<file path="config.mk">
export PLATFORM = sky130hd
export DESIGN_NAME = c_escape_sequence_decoder
export DESIGN_NICKNAME = d
export VERILOG_FILES = /design/src/rtl/core/cesd_pkg.sv /design/src/rtl/core/c_escape_sequence_decoder.sv
export SDC_FILE = /design/constraint.sdc
export NUM_CORES = 1
export LEC_CHECK = 0
export BUFFER_PORTS_ARGS = -buffer_cell sky130_fd_sc_hd__buf_2
export CORE_MARGIN = 2
export CORE_UTILIZATION = 55
export DETAILED_ROUTE_END_ITERATION = 16
export PLACE_DENSITY = 0.72
export SLEW_MARGIN = 20
export SYNTH_ARGS = -nofsm -noshare
export SYNTH_HDL_FRONTEND = slang
export SYNTH_SLANG_ARGS = --single-unit
</file>
<file path="constraint.sdc">
create_clock -name clk -period 8.4 [get_ports clk]
set_input_delay 2.1 -clock clk [delete_from_list [all_inputs] [get_ports clk]]
set_output_delay 2.1 -clock clk [all_outputs]
set_load 0.005 [all_outputs]
</file>
<file path="src/rtl/core/cesd_pkg.sv">
// Package for the C escape sequence decoder.
// Holds the scan mode type, character constants, queue sizing and decode helpers.
// No dependencies.
`timescale 1ns / 1ps

package cesd_pkg;

  typedef enum logic [1:0] {
    MODE_TEXT = 2'd0,
    MODE_BSL  = 2'd1,
    MODE_HEX  = 2'd2,
    MODE_OCT  = 2'd3
  } mode_t;

  localparam logic [7:0] CH_NUL   = 8'h00;
  localparam logic [7:0] CH_BSL   = 8'h5C;
  localparam logic [7:0] CH_X     = 8'h78;
  localparam logic [7:0] CH_ZERO  = 8'h30;
  localparam logic [7:0] CH_SEVEN = 8'h37;
  localparam logic [7:0] CH_NINE  = 8'h39;
  localparam logic [7:0] CH_LA    = 8'h61;
  localparam logic [7:0] CH_LF    = 8'h66;
  localparam logic [7:0] CH_UA    = 8'h41;
  localparam logic [7:0] CH_UF    = 8'h46;
  localparam logic [7:0] HEX_TEN  = 8'd10;

  localparam int MAX_RESULTS = 3;
  localparam int QUEUE_DEPTH = 8;
  localparam int PTR_W       = $clog2(QUEUE_DEPTH);
  localparam int CNT_W       = $clog2(QUEUE_DEPTH + 1);

  typedef struct packed {
    logic [7:0] data;
    logic       last;
  } result_t;

  typedef struct packed {
    logic       valid;
    logic [7:0] value;
  } lookup_t;

  function automatic lookup_t simple_escape(input logic [7:0] b);
    lookup_t r;
    r.valid = 1'b1;
    r.value = 8'd0;
    unique case (b)
      8'h61:   r.value = 8'd7;
      8'h62:   r.value = 8'd8;
      8'h74:   r.value = 8'd9;
      8'h6E:   r.value = 8'd10;
      8'h76:   r.value = 8'd11;
      8'h66:   r.value = 8'd12;
      8'h72:   r.value = 8'd13;
      8'h27:   r.value = 8'd39;
      8'h22:   r.value = 8'd34;
      CH_BSL:  r.value = CH_BSL;
      default: r.valid = 1'b0;
    endcase
    return r;
  endfunction

  function automatic lookup_t hex_value(input logic [7:0] b);
    lookup_t r;
    r.valid = 1'b1;
    r.value = 8'd0;
    if (b >= CH_ZERO && b <= CH_NINE) begin
      r.value = b - CH_ZERO;
    end else if (b >= CH_LA && b <= CH_LF) begin
      r.value = b - CH_LA + HEX_TEN;
    end else if (b >= CH_UA && b <= CH_UF) begin
      r.value = b - CH_UA + HEX_TEN;
    end else begin
      r.valid = 1'b0;
    end
    return r;
  endfunction

endpackage

</file>
<file path="src/rtl/core/c_escape_sequence_decoder.sv">
// Top level of the C escape sequence decoder.
// Holds the escape decode logic and the result queue; depends on cesd_pkg.
`timescale 1ns / 1ps

// Usage:
// The input channel (in_valid, in_ready, in_byte, in_last) takes one raw byte
// of a string literal body per word. The result channel (out_valid, out_ready,
// out_byte, out_string_end) gives the decoded bytes, and the last word of each
// string carries out_string_end high with out_byte zero.
// Each accepted byte is decoded in the cycle it is accepted and its zero to
// three result words are written into an eight-entry result queue, so they are
// held in the queue from the cycle after acceptance.
// One input word is taken every cycle while the queue has room for three more
// results; the queue drains one word per cycle, so sustained throughput is one
// byte per cycle as long as the average result count stays at or below one.
// When the receiver stalls, the queue fills and in_ready drops until space
// returns; no word is lost or repeated.
// Reset clears the queue and returns the decoder to plain text mode.
module c_escape_sequence_decoder (
  input  logic       clk,
  input  logic       rst_n,
  input  logic       in_valid,
  output logic       in_ready,
  input  logic [7:0] in_byte,
  input  logic       in_last,
  output logic       out_valid,
  input  logic       out_ready,
  output logic [7:0] out_byte,
  output logic       out_string_end
);

  import cesd_pkg::*;

  mode_t                   mode_r, mode_nxt;
  logic [7:0]              accum_r, accum_nxt;
  result_t                 res [MAX_RESULTS];
  logic [1:0]              res_n;
  result_t                 queue_r [QUEUE_DEPTH];
  logic [PTR_W-1:0]        wr_ptr_r, wr_ptr_nxt;
  logic [PTR_W-1:0]        rd_ptr_r, rd_ptr_nxt;
  logic [CNT_W-1:0]        count_r, count_nxt;
  logic                    push, pop;

  assign in_ready  = (count_r <= CNT_W'(QUEUE_DEPTH - MAX_RESULTS));
  assign push      = in_valid && in_ready;
  assign out_valid = (count_r != '0);
  assign pop       = out_valid && out_ready;
  assign out_byte       = queue_r[rd_ptr_r].data;
  assign out_string_end = queue_r[rd_ptr_r].last;

  always_comb begin
    lookup_t esc;
    lookup_t hex;
    logic    as_text;
    logic    ended;
    esc       = simple_escape(in_byte);
    hex       = hex_value(in_byte);
    as_text   = 1'b0;
    ended     = 1'b0;
    res_n     = 2'd0;
    mode_nxt  = mode_r;
    accum_nxt = accum_r;
    for (int i = 0; i < MAX_RESULTS; i++) begin
      res[i] = '0;
    end

    unique case (mode_r)
      MODE_BSL: begin
        if (esc.valid) begin
          res[res_n] = '{data: esc.value, last: 1'b0};
          res_n      = res_n + 2'd1;
          mode_nxt   = MODE_TEXT;
        end else if (in_byte == CH_X) begin
          mode_nxt  = MODE_HEX;
          accum_nxt = 8'd0;
        end else if (in_byte == CH_ZERO) begin
          mode_nxt  = MODE_OCT;
          accum_nxt = 8'd0;
        end else begin
          res[res_n] = '{data: CH_BSL, last: 1'b0};
          res_n      = res_n + 2'd1;
          mode_nxt   = MODE_TEXT;
          as_text    = 1'b1;
        end
      end
      MODE_HEX: begin
        if (hex.valid) begin
          accum_nxt = {accum_r[3:0], hex.value[3:0]};
        end else begin
          res[res_n] = '{data: accum_r, last: 1'b0};
          res_n      = res_n + 2'd1;
          mode_nxt   = MODE_TEXT;
          as_text    = 1'b1;
        end
      end
      MODE_OCT: begin
        if (in_byte >= CH_ZERO && in_byte <= CH_SEVEN) begin
          accum_nxt = {accum_r[4:0], in_byte[2:0]};
        end else begin
          res[res_n] = '{data: accum_r, last: 1'b0};
          res_n      = res_n + 2'd1;
          mode_nxt   = MODE_TEXT;
          as_text    = 1'b1;
        end
      end
      default: begin
        as_text = 1'b1;
      end
    endcase

    if (as_text) begin
      if (in_byte == CH_NUL) begin
        res[res_n] = '{data: 8'd0, last: 1'b1};
        res_n      = res_n + 2'd1;
        mode_nxt   = MODE_TEXT;
        accum_nxt  = 8'd0;
        ended      = 1'b1;
      end else if (in_byte == CH_BSL) begin
        mode_nxt = MODE_BSL;
      end else begin
        res[res_n] = '{data: in_byte, last: 1'b0};
        res_n      = res_n + 2'd1;
      end
    end

    if (!ended && in_last) begin
      if (mode_nxt == MODE_BSL) begin
        res[res_n] = '{data: CH_BSL, last: 1'b0};
        res_n      = res_n + 2'd1;
      end else if (mode_nxt == MODE_HEX || mode_nxt == MODE_OCT) begin
        res[res_n] = '{data: accum_nxt, last: 1'b0};
        res_n      = res_n + 2'd1;
      end
      res[res_n] = '{data: 8'd0, last: 1'b1};
      res_n      = res_n + 2'd1;
      mode_nxt   = MODE_TEXT;
      accum_nxt  = 8'd0;
    end
  end

  always_comb begin
    wr_ptr_nxt = wr_ptr_r;
    rd_ptr_nxt = rd_ptr_r;
    count_nxt  = count_r;
    if (push) begin
      wr_ptr_nxt = wr_ptr_r + PTR_W'(res_n);
      count_nxt  = count_nxt + CNT_W'(res_n);
    end
    if (pop) begin
      rd_ptr_nxt = rd_ptr_r + PTR_W'(1);
      count_nxt  = count_nxt - CNT_W'(1);
    end
  end

  always_ff @(posedge clk) begin
    if (!rst_n) begin
      mode_r   <= MODE_TEXT;
      accum_r  <= 8'd0;
      wr_ptr_r <= '0;
      rd_ptr_r <= '0;
      count_r  <= '0;
    end else begin
      wr_ptr_r <= wr_ptr_nxt;
      rd_ptr_r <= rd_ptr_nxt;
      count_r  <= count_nxt;
      if (push) begin
        mode_r  <= mode_nxt;
        accum_r <= accum_nxt;
      end
    end
  end

  always_ff @(posedge clk) begin
    if (push) begin
      for (int i = 0; i < MAX_RESULTS; i++) begin
        if (2'(i) < res_n) begin
          queue_r[wr_ptr_r + PTR_W'(i)] <= res[i];
        end
      end
    end
  end

endmodule

</file>
; Yosys cells after proc, flatten, opt, wreduce, memory -nomap -nowiden
; Memory sizes are Yosys's and may differ from the RTL's. A register that Yosys moved wholly into a read port is not among the register bits.
; Index checks and enable logic that the tools add are counted.
[classes]
addsub = 14
n_lt_le_gt_ge = 17
n_eq_ne = 18
muxes = 82
bitwise_logic = 12
n_reduce_logical = 15
[ops]
columns = op, n
row1 = $mux W27, 7
row2 = $mux W8, 10
row3 = $eq A8 B7 Y1 const B, 9
row4 = $pmux W7 S10, 1
row5 = $bwmux W27, 2
row6 = $demux W9 S2, 3
row7 = $mux W9, 6
row8 = $and A24 B24 Y24, 2
row9 = $not A24 Y24, 2
row10 = $mux W2, 16
row11 = $pmux W9 S3, 1
row12 = $mux W1, 25
row13 = $eq A8 B6 Y1 const B, 3
row14 = $pmux W8 S3, 1
row15 = $mux W4, 5
row16 = $ge A8 B7 Y1 const B, 2
row17 = $le A8 B6 Y1 const B, 2
row18 = $le A8 B7 Y1 const B, 2
row19 = $sub A4 B1 Y4 const B, 4
row20 = $and A15 B15 Y15, 1
row21 = $not A15 Y15, 1
row22 = $or A12 B12 Y12, 1
row23 = $logic_and A1 B1 Y1, 10
row24 = $reduce_or A10 Y1, 1
row25 = other kinds (23), 41
[word_totals]
regBits = 20
mem_bits_rw = 72
in_bits = 13
output_inout_bits = 11
elab_cells = 164
mem_count = 1
[mem_list]
columns = memory, depth, width, rd, rd_ports_with_merged_regs, wr, line_no
row1 = queue_r, 8, 9, 1, 1, 3, c_escape_sequence_decoder.sv:38  ; result_t queue_r [QUEUE_DEPTH];

; Depth between registers and ports, before layout
; Gate-level depths: netlist of the first run.
[logic_depth]
ltp_word = 23
mapped_depth = 28
depth_no_buf = 27

; Least setup slack after synthesis of the first run
; No wires, ideal clock.
[synth_timing]
path_type = input-to-reg
from = input in_byte[0]
to = memory queue_r[1][0] (netlist name) (enable)
setup_time_ns = 0.379
t_arrival_ns = 7.004
t_required_ns = 8.021
slack_ns = 1.017
stages = 26
n_path_buf = 3
path_cell_list = inv_1 > ha_1 > nand2_1 > o2111ai_1 > a21o_1 > o21ai_1 > clkbuf_1 > nor2_1 > inv_1 > ha_1 > nand2_1 > a22oi_2 > nor2_1 > inv_1 > ha_1 > mux2_2 > ha_1 > mux2i_1 > nand2_1 > o31ai_2 > a211oi_4 > buf_6 > nand2_4 > or4_1 > buf_2 > o211ai_1
[synth_lines]
columns = item, line_no
row1 = "start, declared", c_escape_sequence_decoder.sv:24  ; input logic [7:0] in_byte,
row2 = "end, declared", c_escape_sequence_decoder.sv:38

==> results of run 1 <==
-- final timing paths --
check / to / cells past startpoint / from
max: queue_r[0][4] / 25 / in_byte[0]
min: rd_ptr_r[1] / 2 / rd_ptr_r[1]
max reg2reg: queue_r[0][4] / 17 / mode_r[1]
min reg2reg: rd_ptr_r[1] / 2 / rd_ptr_r[1]
-- flip-flops by register name, indices dropped and copies added (netlist names), named ones only --
name,cells
queue_r,72
accum_r,8
count_r,4
rd_ptr_r,3
wr_ptr_r,3
mode_r,2
-- routing by layer --
metal  wire length, um  up-vias  track usage
met1              8920     3023        0.423
li1                  -     2785            -
met3              1940       76       0.0722
met4               864        0        0.147
met2             10000      389        0.490
met5                 0        -            0
-- power by group --
part | internal (mW) | leakage, nW | total (mW) | switching, mW
logic | 0.232 | 2.08 | 0.509 | 0.278
registers | 0.582 | 0.842 | 0.629 | 0.0468
clock network | 0.262 | 0.158 | 0.443 | 0.181
-- final cells by class --
| type | count | share of cell area |
|---|---|---|
| multi-input cells | 549 | 0.550 |
| flip-flops and latches | 95 | 0.337 |
| repair buffers | 45 | 0.0361 |
| clock buffers | 9 | 0.0290 |
| well taps | 172 | 0.0277 |
| clock inverters | 7 | 0.0122 |
| inverters | 15 | 0.00724 |
-- critical path, stage by stage --
cell      delay [ps]
buf_2            160
inv_1            150
ha_1             280
o21bai_1         130
a21oi_2          390
a21o_1           260
o21ai_1          120
nor2_1           160
inv_1             80
ha_1             280
nand2_1           90
a22oi_2           90
nor2_1           260
inv_1             90
ha_1             310
mux2_2           290
ha_1             270
mux2i_1           70
nand2_1           90
o31ai_2          100
a211oi_4         420
nand2_1          250
or4_1            700
o211ai_1         360
buf_4            250
-- logic make-up (layout without fill, tap and decap cells) --
logic type | count (synthesis) | count (layout)
xor+xnor | 10 | 10
buf+inv | 64 | 76
fa+ha+maj | 19 | 19
simple gates | 233 | 233
compound gates | 173 | 173
flops | 95 | 95
mux | 114 | 114
-- through the flow --
stage / hold slack, ps / total power, mW / instances
6_report: 507 / 1.58 / 892
5_1_grt: 562 / 1.66 / 892
4_1_cts: 515 / 1.58 / 892
3_5_place_dp: 506 / 1.14 / 876
3_3_place_gp: 488 / 1.12 / 876
2_1_floorplan: 467 / 0.989 / 708
-- placed cells by master (no fill, tap or decap), types with 19 or more instances in the layout --
cell	count
nand3_1	19
dfxtp_1	23
and2_1	20
mux2i_1	85
edfxtp_1	72
a211oi_1	30
buf_4	22
buf_2	23
a21oi_1	35
nor2_1	34
nand2_1	56
==> flow_summary.json, run 1 <==
{
  "holdBufCountCts": 0,
  "dieHeight_um": 118,
  "firstDrtPassIters": 6,
  "place_hpwl_mm": 16.2,
  "ys_seq_area_frac": 0.367,
  "initial_core_util": 0.565,
  "fin_crit_ps": 7700,
  "p_per_area_mw_per_mm2": 203,
  "core_area_mm2": 0.0127,
  "outcome": "completed",
  "finalWorstSetupSlack_ps": 701,
  "final_util": 0.614,
  "antenna_cells": 0,
  "synth_area_leaders": "edfxtp_1 30%, mux2i_1 12%, dfxtp_1 6.4%",
  "cts_max_level": 3,
  "muxShareOfSynthArea": 0.193,
  "synthXorXnorAreaFrac": 0.0122,
  "die_w_um": 118,
  "r2r_slack_ps": 2670,
  "yosys.area_share.simple": 0.179,
  "antenna_left": 0,
  "antenna_found_initial": 0,
  "ctsResizeCount": 0,
  "clk_pin_slew_ps": 60,
  "synth_commonest_cells": "85 x mux2i_1, 72 x edfxtp_1, 56 x nand2_1",
  "slew_viol_final": 0,
  "drt_wl_total_mm": 21.7,
  "final_cell_area_mm2": 0.00777,
  "fmax_mhz": 130,
  "gp_congestion": 1.03,
  "yosysTopAreaCell": "edfxtp_1",
  "regArea_mm2": 0.00262,
  "drc": 0,
  "timing.final.hold_violations": 0,
  "fin_nets": 747,
  "ys_ff_latch": 95,
  "synth_top_flop_cell": "edfxtp_1",
  "clock_skew_ps": 5.89,
  "post_cts_buffers": 0,
  "routedWlPerCell_um": 24.4,
  "ir_worst_vdd_mv": 0.175,
  "synth-adder-area-share": 0.0353,
  "worstSetupEndpointType": "flip-flop",
  "hold_path.class": "reg -> reg",
  "clock_sinks": 95,
  "rsz0062_at_grt": "no",
  "crit_fanout": 10,
  "track_usage": 0.317,
  "fillers": 1088,
  "synth_edf_count": 72,
  "multi_input_comb_area_mm2": 0.00428,
  "worstSetupPathType": "in -> reg",
  "cts_tree": "done",
  "synthCells": 708,
  "area_growth_pct": 8.66,
  "setup_violations": 0,
  "vias": 6273,
  "cp.arrival_ps": 7770,
  "fin_tns_setup_ps": 0,
  "grt_max_degree": 29,
  "async_flop_share": 0,
  "port_buffers": 23,
  "maxSlewHeadroom": 0.278,
  "leakagePower_nw": 3.08,
  "tightest_slew_ps": 1080,
  "viasPerCell": 7.03,
  "grt_pass1_wl_mm": 34.2,
  "synth_top_family_by_area": "multiplexers",
  "fin_crit_sh": 0.917,
  "worstSetupStartpointType": "input port",
  "syn-num-nets": 740,
  "place_ws_ps": 466,
  "synth_most_common_cell": "mux2i_1",
  "critPathRequiredTime_ps": 8470,
  "yosys_warnings": 0,
  "syn_area_mm2": 0.00715,
  "synth_top_area_frac": 0.302,
  "ys_types": 78,
  "synth_compound_area_frac": 0.175,
  "dieArea_mm2": 0.0139,
  "drt_iter0_markers": 768,
  "overflow": 0,
  "cts_max_path_buffers": 2,
  "placed_cell_area_mm2": 0.00745,
  "maxCapViolCount": 0,
  "cts_inserted_buffers": 9,
  "grt_pass1_vias": 6091,
  "rows": 41,
  "io_pins": 24,
  "insertion_delay_ps": 360,
  "drive_above_1_share": 0.164,
  "root_buffer": "clkbuf_16",
  "avgSynthCellArea_um2": 10.1
}
No activity file was read; power rests on OpenSTA's default activity.
==> run 2, diff against run 1 <==
--- a/config.mk
+++ b/config.mk
@@ -7,9 +7,8 @@
 export LEC_CHECK = 0
 export BUFFER_PORTS_ARGS = -buffer_cell sky130_fd_sc_hd__buf_2
 export CORE_MARGIN = 2
-export CORE_UTILIZATION = 55
+export CORE_UTILIZATION = 29
 export DETAILED_ROUTE_END_ITERATION = 16
-export PLACE_DENSITY = 0.72
 export SLEW_MARGIN = 20
 export SYNTH_ARGS = -nofsm -noshare
 export SYNTH_HDL_FRONTEND = slang
==> run 2 against run 1 <==
Against the previous run: via count decreased by 5.2%; non-clock buffer count increased by 3; highest routed layer unchanged; utilization decreased by 29 points; combinational power about the same; clock skew increased by 8.7 ps.
==> flow_summary.json, run 2 (synthesis results as in run 1) <==
{
  "fillers": 2524,
  "hold_path.class": "reg -> reg",
  "rsz0062_at_grt": "no",
  "cp.arrival_ps": 7450,
  "firstDrtPassIters": 8,
  "p_clk_frac": 0.272,
  "vias": 5945,
  "antenna_found_initial": 0,
  "viasPerCell": 5.68,
  "worstSetupStartpointType": "input port",
  "initial_core_util": 0.295,
  "worstSetupEndpointType": "flip-flop",
  "p_int_mw": 1.05,
  "place_ws_ps": 616,
  "clk_pin_slew_ps": 60,
  "finalPower_mw": 1.56,
  "maxCapViolCount": 0,
  "fin_crit_ps": 7490,
  "fmax_mhz": 134,
  "antenna_cells": 0,
  "final_common_cell": "mux2i_1",
  "overflow": 0,
  "clock_skew_ps": 14.6,
  "die_w_um": 161,
  "slew_viol_final": 0,
  "holdBufCountCts": 0,
  "cts_max_path_buffers": 2,
  "io_pins": 24,
  "insertion_delay_ps": 350,
  "fin_crit_sh": 0.891,
  "tightest_slew_ps": 1110,
  "grt_pass1_wl_mm": 34.0,
  "critPathRequiredTime_ps": 8370,
  "registers.top_by_ff_count": "queue_r",
  "dpl.cell_count": 1031,
  "track_usage": 0.168,
  "clock_sinks": 95,
  "reg_top3": "queue_r: 72 flops, accum_r: 8 flops, count_r: 4 flops",
  "root_buffer": "clkbuf_16",
  "share_comb_of_total_power": 0.326,
  "antenna_left": 0,
  "place_hpwl_mm": 15.9,
  "area_growth_pct": 11.2,
  "port_buffers": 23,
  "worst_hold_slack_ps": 515,
  "placed_cell_area_mm2": 0.00764,
  "most-common-layout-cells": "85 x mux2i_1, 72 x edfxtp_1, 56 x nand2_1, 35 x a21oi_1, 34 x nor2_1",
  "post_cts_buffers": 0,
  "final_cells": 1047,
  "grt_max_degree": 29,
  "cts_inserted_buffers": 9,
  "final_cell_area_mm2": 0.00796,
  "drc": 0,
  "largest_reg_flops": 72,
  "leakagePower_nw": 3.07,
  "drt_wl_total_mm": 21.6,
  "final_util": 0.328,
  "drt_iter0_markers": 693,
  "fin_tns_setup_ps": 0,
  "fin_nets": 750,
  "timing.final.hold_violations": 0,
  "netSwitchingFraction": 0.329,
  "seqPwrFrac": 0.402,
  "cts_max_level": 3,
  "outcome": "completed",
  "finalWorstSetupSlack_ps": 915,
  "dieHeight_um": 161,
  "crit_fanout": 10,
  "core_area_mm2": 0.0242,
  "rows": 57,
  "setup_violations": 0,
  "dieArea_mm2": 0.0259,
  "ctsResizeCount": 0,
  "cts_tree": "done",
  "p_per_area_mw_per_mm2": 196,
  "grt_pass1_vias": 5831,
  "power_switching_mw": 0.515,
  "gp_congestion": 0.998,
  "worstSetupPathType": "in -> reg",
  "routedWlPerCell_um": 20.7,
  "ir_worst_vdd_mv": 0.142,
  "maxSlewHeadroom": 0.258,
  "drive_above_1_share": 0.165
}
run 2: power by group through the flow:
stage | clock network (mW) | logic (mW) | registers, mW
after floorplan | 0 | 0.381 | 0.609
final | 0.426 | 0.509 | 0.628
after detailed placement | 0 | 0.510 | 0.639
after global routing | 0.452 | 0.561 | 0.635
after global placement | 0 | 0.506 | 0.637
after CTS | 0.433 | 0.514 | 0.629
run 2: final timing paths:
kind	startpoint	to	slack, ps	depth (start not counted)
min reg2reg	rd_ptr_r[1]	rd_ptr_r[1]	510	2
max reg2reg	mode_r[0]	queue_r[0][2]	2940	20
min	rd_ptr_r[1]	rd_ptr_r[1]	510	2
max	in_byte[0]	queue_r[0][2]	910	24
run 2: layer usage:
| layer | vias to the layer above | track usage | share of wire |
|---|---|---|---|
| met4 | 0 | 0.0418 | 0.018 |
| met3 | 31 | 0.0342 | 0.080 |
| met5 | - | 0 | 0 |
| met1 | 2871 | 0.229 | 0.44 |
| met2 | 261 | 0.274 | 0.46 |
| li1 | 2782 | - | - |
run 2: layout make-up:
class	instances	area, um2	area share
clock buffer	10	229	0.0288
clock inverter	6	76.3	0.00959
sequential	95	2620	0.330
inverter	15	56.3	0.00708
multi-input combinational	549	4260	0.536
timing repair buffer	48	303	0.0381
tap	324	405	0.0510
run 2: critical path: stages:
cell and delay [ps]:
buf_2 190, inv_1 120, ha_1 310, nand2_1 110, o2111ai_1 290, a21o_1 330, o21ai_1 230, nor2_1 90
inv_1 90, ha_1 230, nand2_1 100, a22oi_2 100, nor2_1 260, inv_1 80, ha_1 320, mux2_2 290
ha_1 270, mux2i_1 60, nand2_1 80, o31ai_2 100, a211oi_4 360, nand2_1 120, or4_1 670, o211ai_1 550
==> run 3, diff against run 2 <==
==> constraint.sdc (replaced) <==
create_clock -name clk -period 6.6 [get_ports clk]
set_input_delay 1.65 -clock clk [delete_from_list [all_inputs] [get_ports clk]]
set_output_delay 1.65 -clock clk [all_outputs]
set_load 0.005 [all_outputs]
==> run 3 against run 2 <==
Against the previous run: clock skew fell by 6.1 ps; sequential power rose by 27%; sequential share of layout area fell by 1.2 points; hold slack improved by 2.8 ps; utilization rose by 1.3 points; count of clock-buffer cells in the layout fell by 1; first-iteration DRC count fell by 14%; clock power rose by 17%; die area did not move; highest routed layer unchanged.
==> flow_summary.json, run 3 (synthesis results as in run 1) <==
{
  "tightest_slew_ps": 1020,
  "antenna_cells": 0,
  "drc": 0,
  "cp.arrival_ps": 6170,
  "slew_viol_final": 0,
  "post_cts_buffers": 0,
  "crit_family": "simple AND/OR/NAND/NOR gates",
  "rsz0062_at_grt": "no",
  "critPathBufInv": 5,
  "gp_congestion": 0.929,
  "most-common-layout-cells": "85 x mux2i_1, 72 x edfxtp_1, 67 x buf_4, 56 x nand2_1, 35 x a21oi_1",
  "fmax_mhz": 163,
  "vias": 6119,
  "initial_core_util": 0.295,
  "drive_above_1_share": 0.216,
  "critPathRequiredTime_ps": 6650,
  "worstSetupEndpointType": "flip-flop",
  "hold_path.class": "reg -> reg",
  "cts_tree": "done",
  "cts_max_path_buffers": 2,
  "registers.top_by_ff_count": "queue_r",
  "dieHeight_um": 161,
  "fin_tns_setup_ps": 0,
  "clock_sinks": 95,
  "p_per_area_mw_per_mm2": 238,
  "worst_hold_slack_ps": 518,
  "rows": 57,
  "maxCapViolCount": 0,
  "drt_iter0_markers": 599,
  "root_buffer": "clkbuf_16",
  "drt_wl_total_mm": 22.0,
  "holdBufCountCts": 0,
  "firstDrtPassIters": 8,
  "clock_skew_ps": 8.45,
  "insertion_delay_ps": 350,
  "finalPower_mw": 1.97,
  "final_common_cell": "mux2i_1",
  "antenna_left": 0,
  "cts_max_level": 3,
  "grt_pass1_vias": 5997,
  "grt_pass1_wl_mm": 34.7,
  "grt_max_degree": 29,
  "leakagePower_nw": 3.28,
  "cts_inserted_buffers": 9,
  "fin_crit_sh": 0.928,
  "largest_reg_flops": 72,
  "timing.final.hold_violations": 0,
  "ir_worst_vdd_mv": 0.149,
  "fin_nets": 792,
  "worstSetupPathType": "in -> reg",
  "slowest_stage": "nor4_1",
  "crit_fanout": 7,
  "clk_pin_slew_ps": 70,
  "maxSlewHeadroom": 0.301,
  "cp_common_cell": "ha_1",
  "place_hpwl_mm": 16.5,
  "cp_slowest_stage_delay_ps": 640,
  "outcome": "completed",
  "io_pins": 24,
  "dieArea_mm2": 0.0259,
  "overflow": 0,
  "core_area_mm2": 0.0242,
  "viasPerCell": 5.62,
  "fin_crit_ps": 6120,
  "track_usage": 0.171,
  "worstSetupStartpointType": "input port",
  "setup_violations": 0,
  "area_growth_pct": 15.5,
  "routedWlPerCell_um": 20.2,
  "antenna_found_initial": 0,
  "ctsResizeCount": 0,
  "die_w_um": 161,
  "port_buffers": 23,
  "reg_top3": "queue_r: 72 flops, accum_r: 8 flops, count_r: 4 flops"
}
## run 3: per-stage QoR
step | instance area [um2] | worst slack [ps] | util | std cells
3_3_place_gp | 7980 | 309 | 0.329 | 1073
6_report | 8260 | 475 | 0.341 | 1089
2_1_floorplan | 7180 | 6.28 | - | 708
5_1_grt | 8260 | 158 | 0.341 | 1089
3_5_place_dp | 7980 | 187 | 0.329 | 1073
4_1_cts | 8260 | 538 | 0.341 | 1089
## run 3: final timing paths
check | slack (ps) | end | cells after the start | startpoint
max | 480 | queue_r[0][1] | 25 | in_byte[1]
max reg2reg | 1580 | queue_r[0][1] | 17 | mode_r[1]
min reg2reg | 520 | rd_ptr_r[1] | 2 | rd_ptr_r[1]
min | 520 | rd_ptr_r[1] | 2 | rd_ptr_r[1]
## run 3: power breakdown
| group | internal [mW] | total, mW | switching (mW) | leakage, nW |
|---|---|---|---|---|
| Combinational | 0.314 | 0.674 | 0.360 | 2.29 |
| Clock | 0.263 | 0.500 | 0.237 | 0.140 |
| Sequential | 0.739 | 0.795 | 0.0563 | 0.842 |
| Total | 1.32 | 1.97 | 0.653 | 3.28 |
## run 3: final cells by class
type,count,area [um2]
clock buffers,9,225
clock inverters,7,61.3
fillers,2489,16000
inverters,15,56.3
multi-input cells,549,4270
flip-flops and latches,95,2620
well taps,324,405
repair buffers,90,618
## run 3: worst min-delay path, stage by stage, from the launching register on
cell and delay [ps]:
dfxtp_1 310, nand2_1 50, a21boi_0 100
## run 3: layer usage
| metal | global-route usage | vias to the layer above | part of all wire |
|---|---|---|---|
| met5 | 0 | - | 0 |
| met4 | 0.0670 | 0 | 0.029 |
| met3 | 0.0288 | 46 | 0.064 |
| met2 | 0.275 | 254 | 0.47 |
| met1 | 0.229 | 2943 | 0.44 |
| li1 | - | 2876 | - |
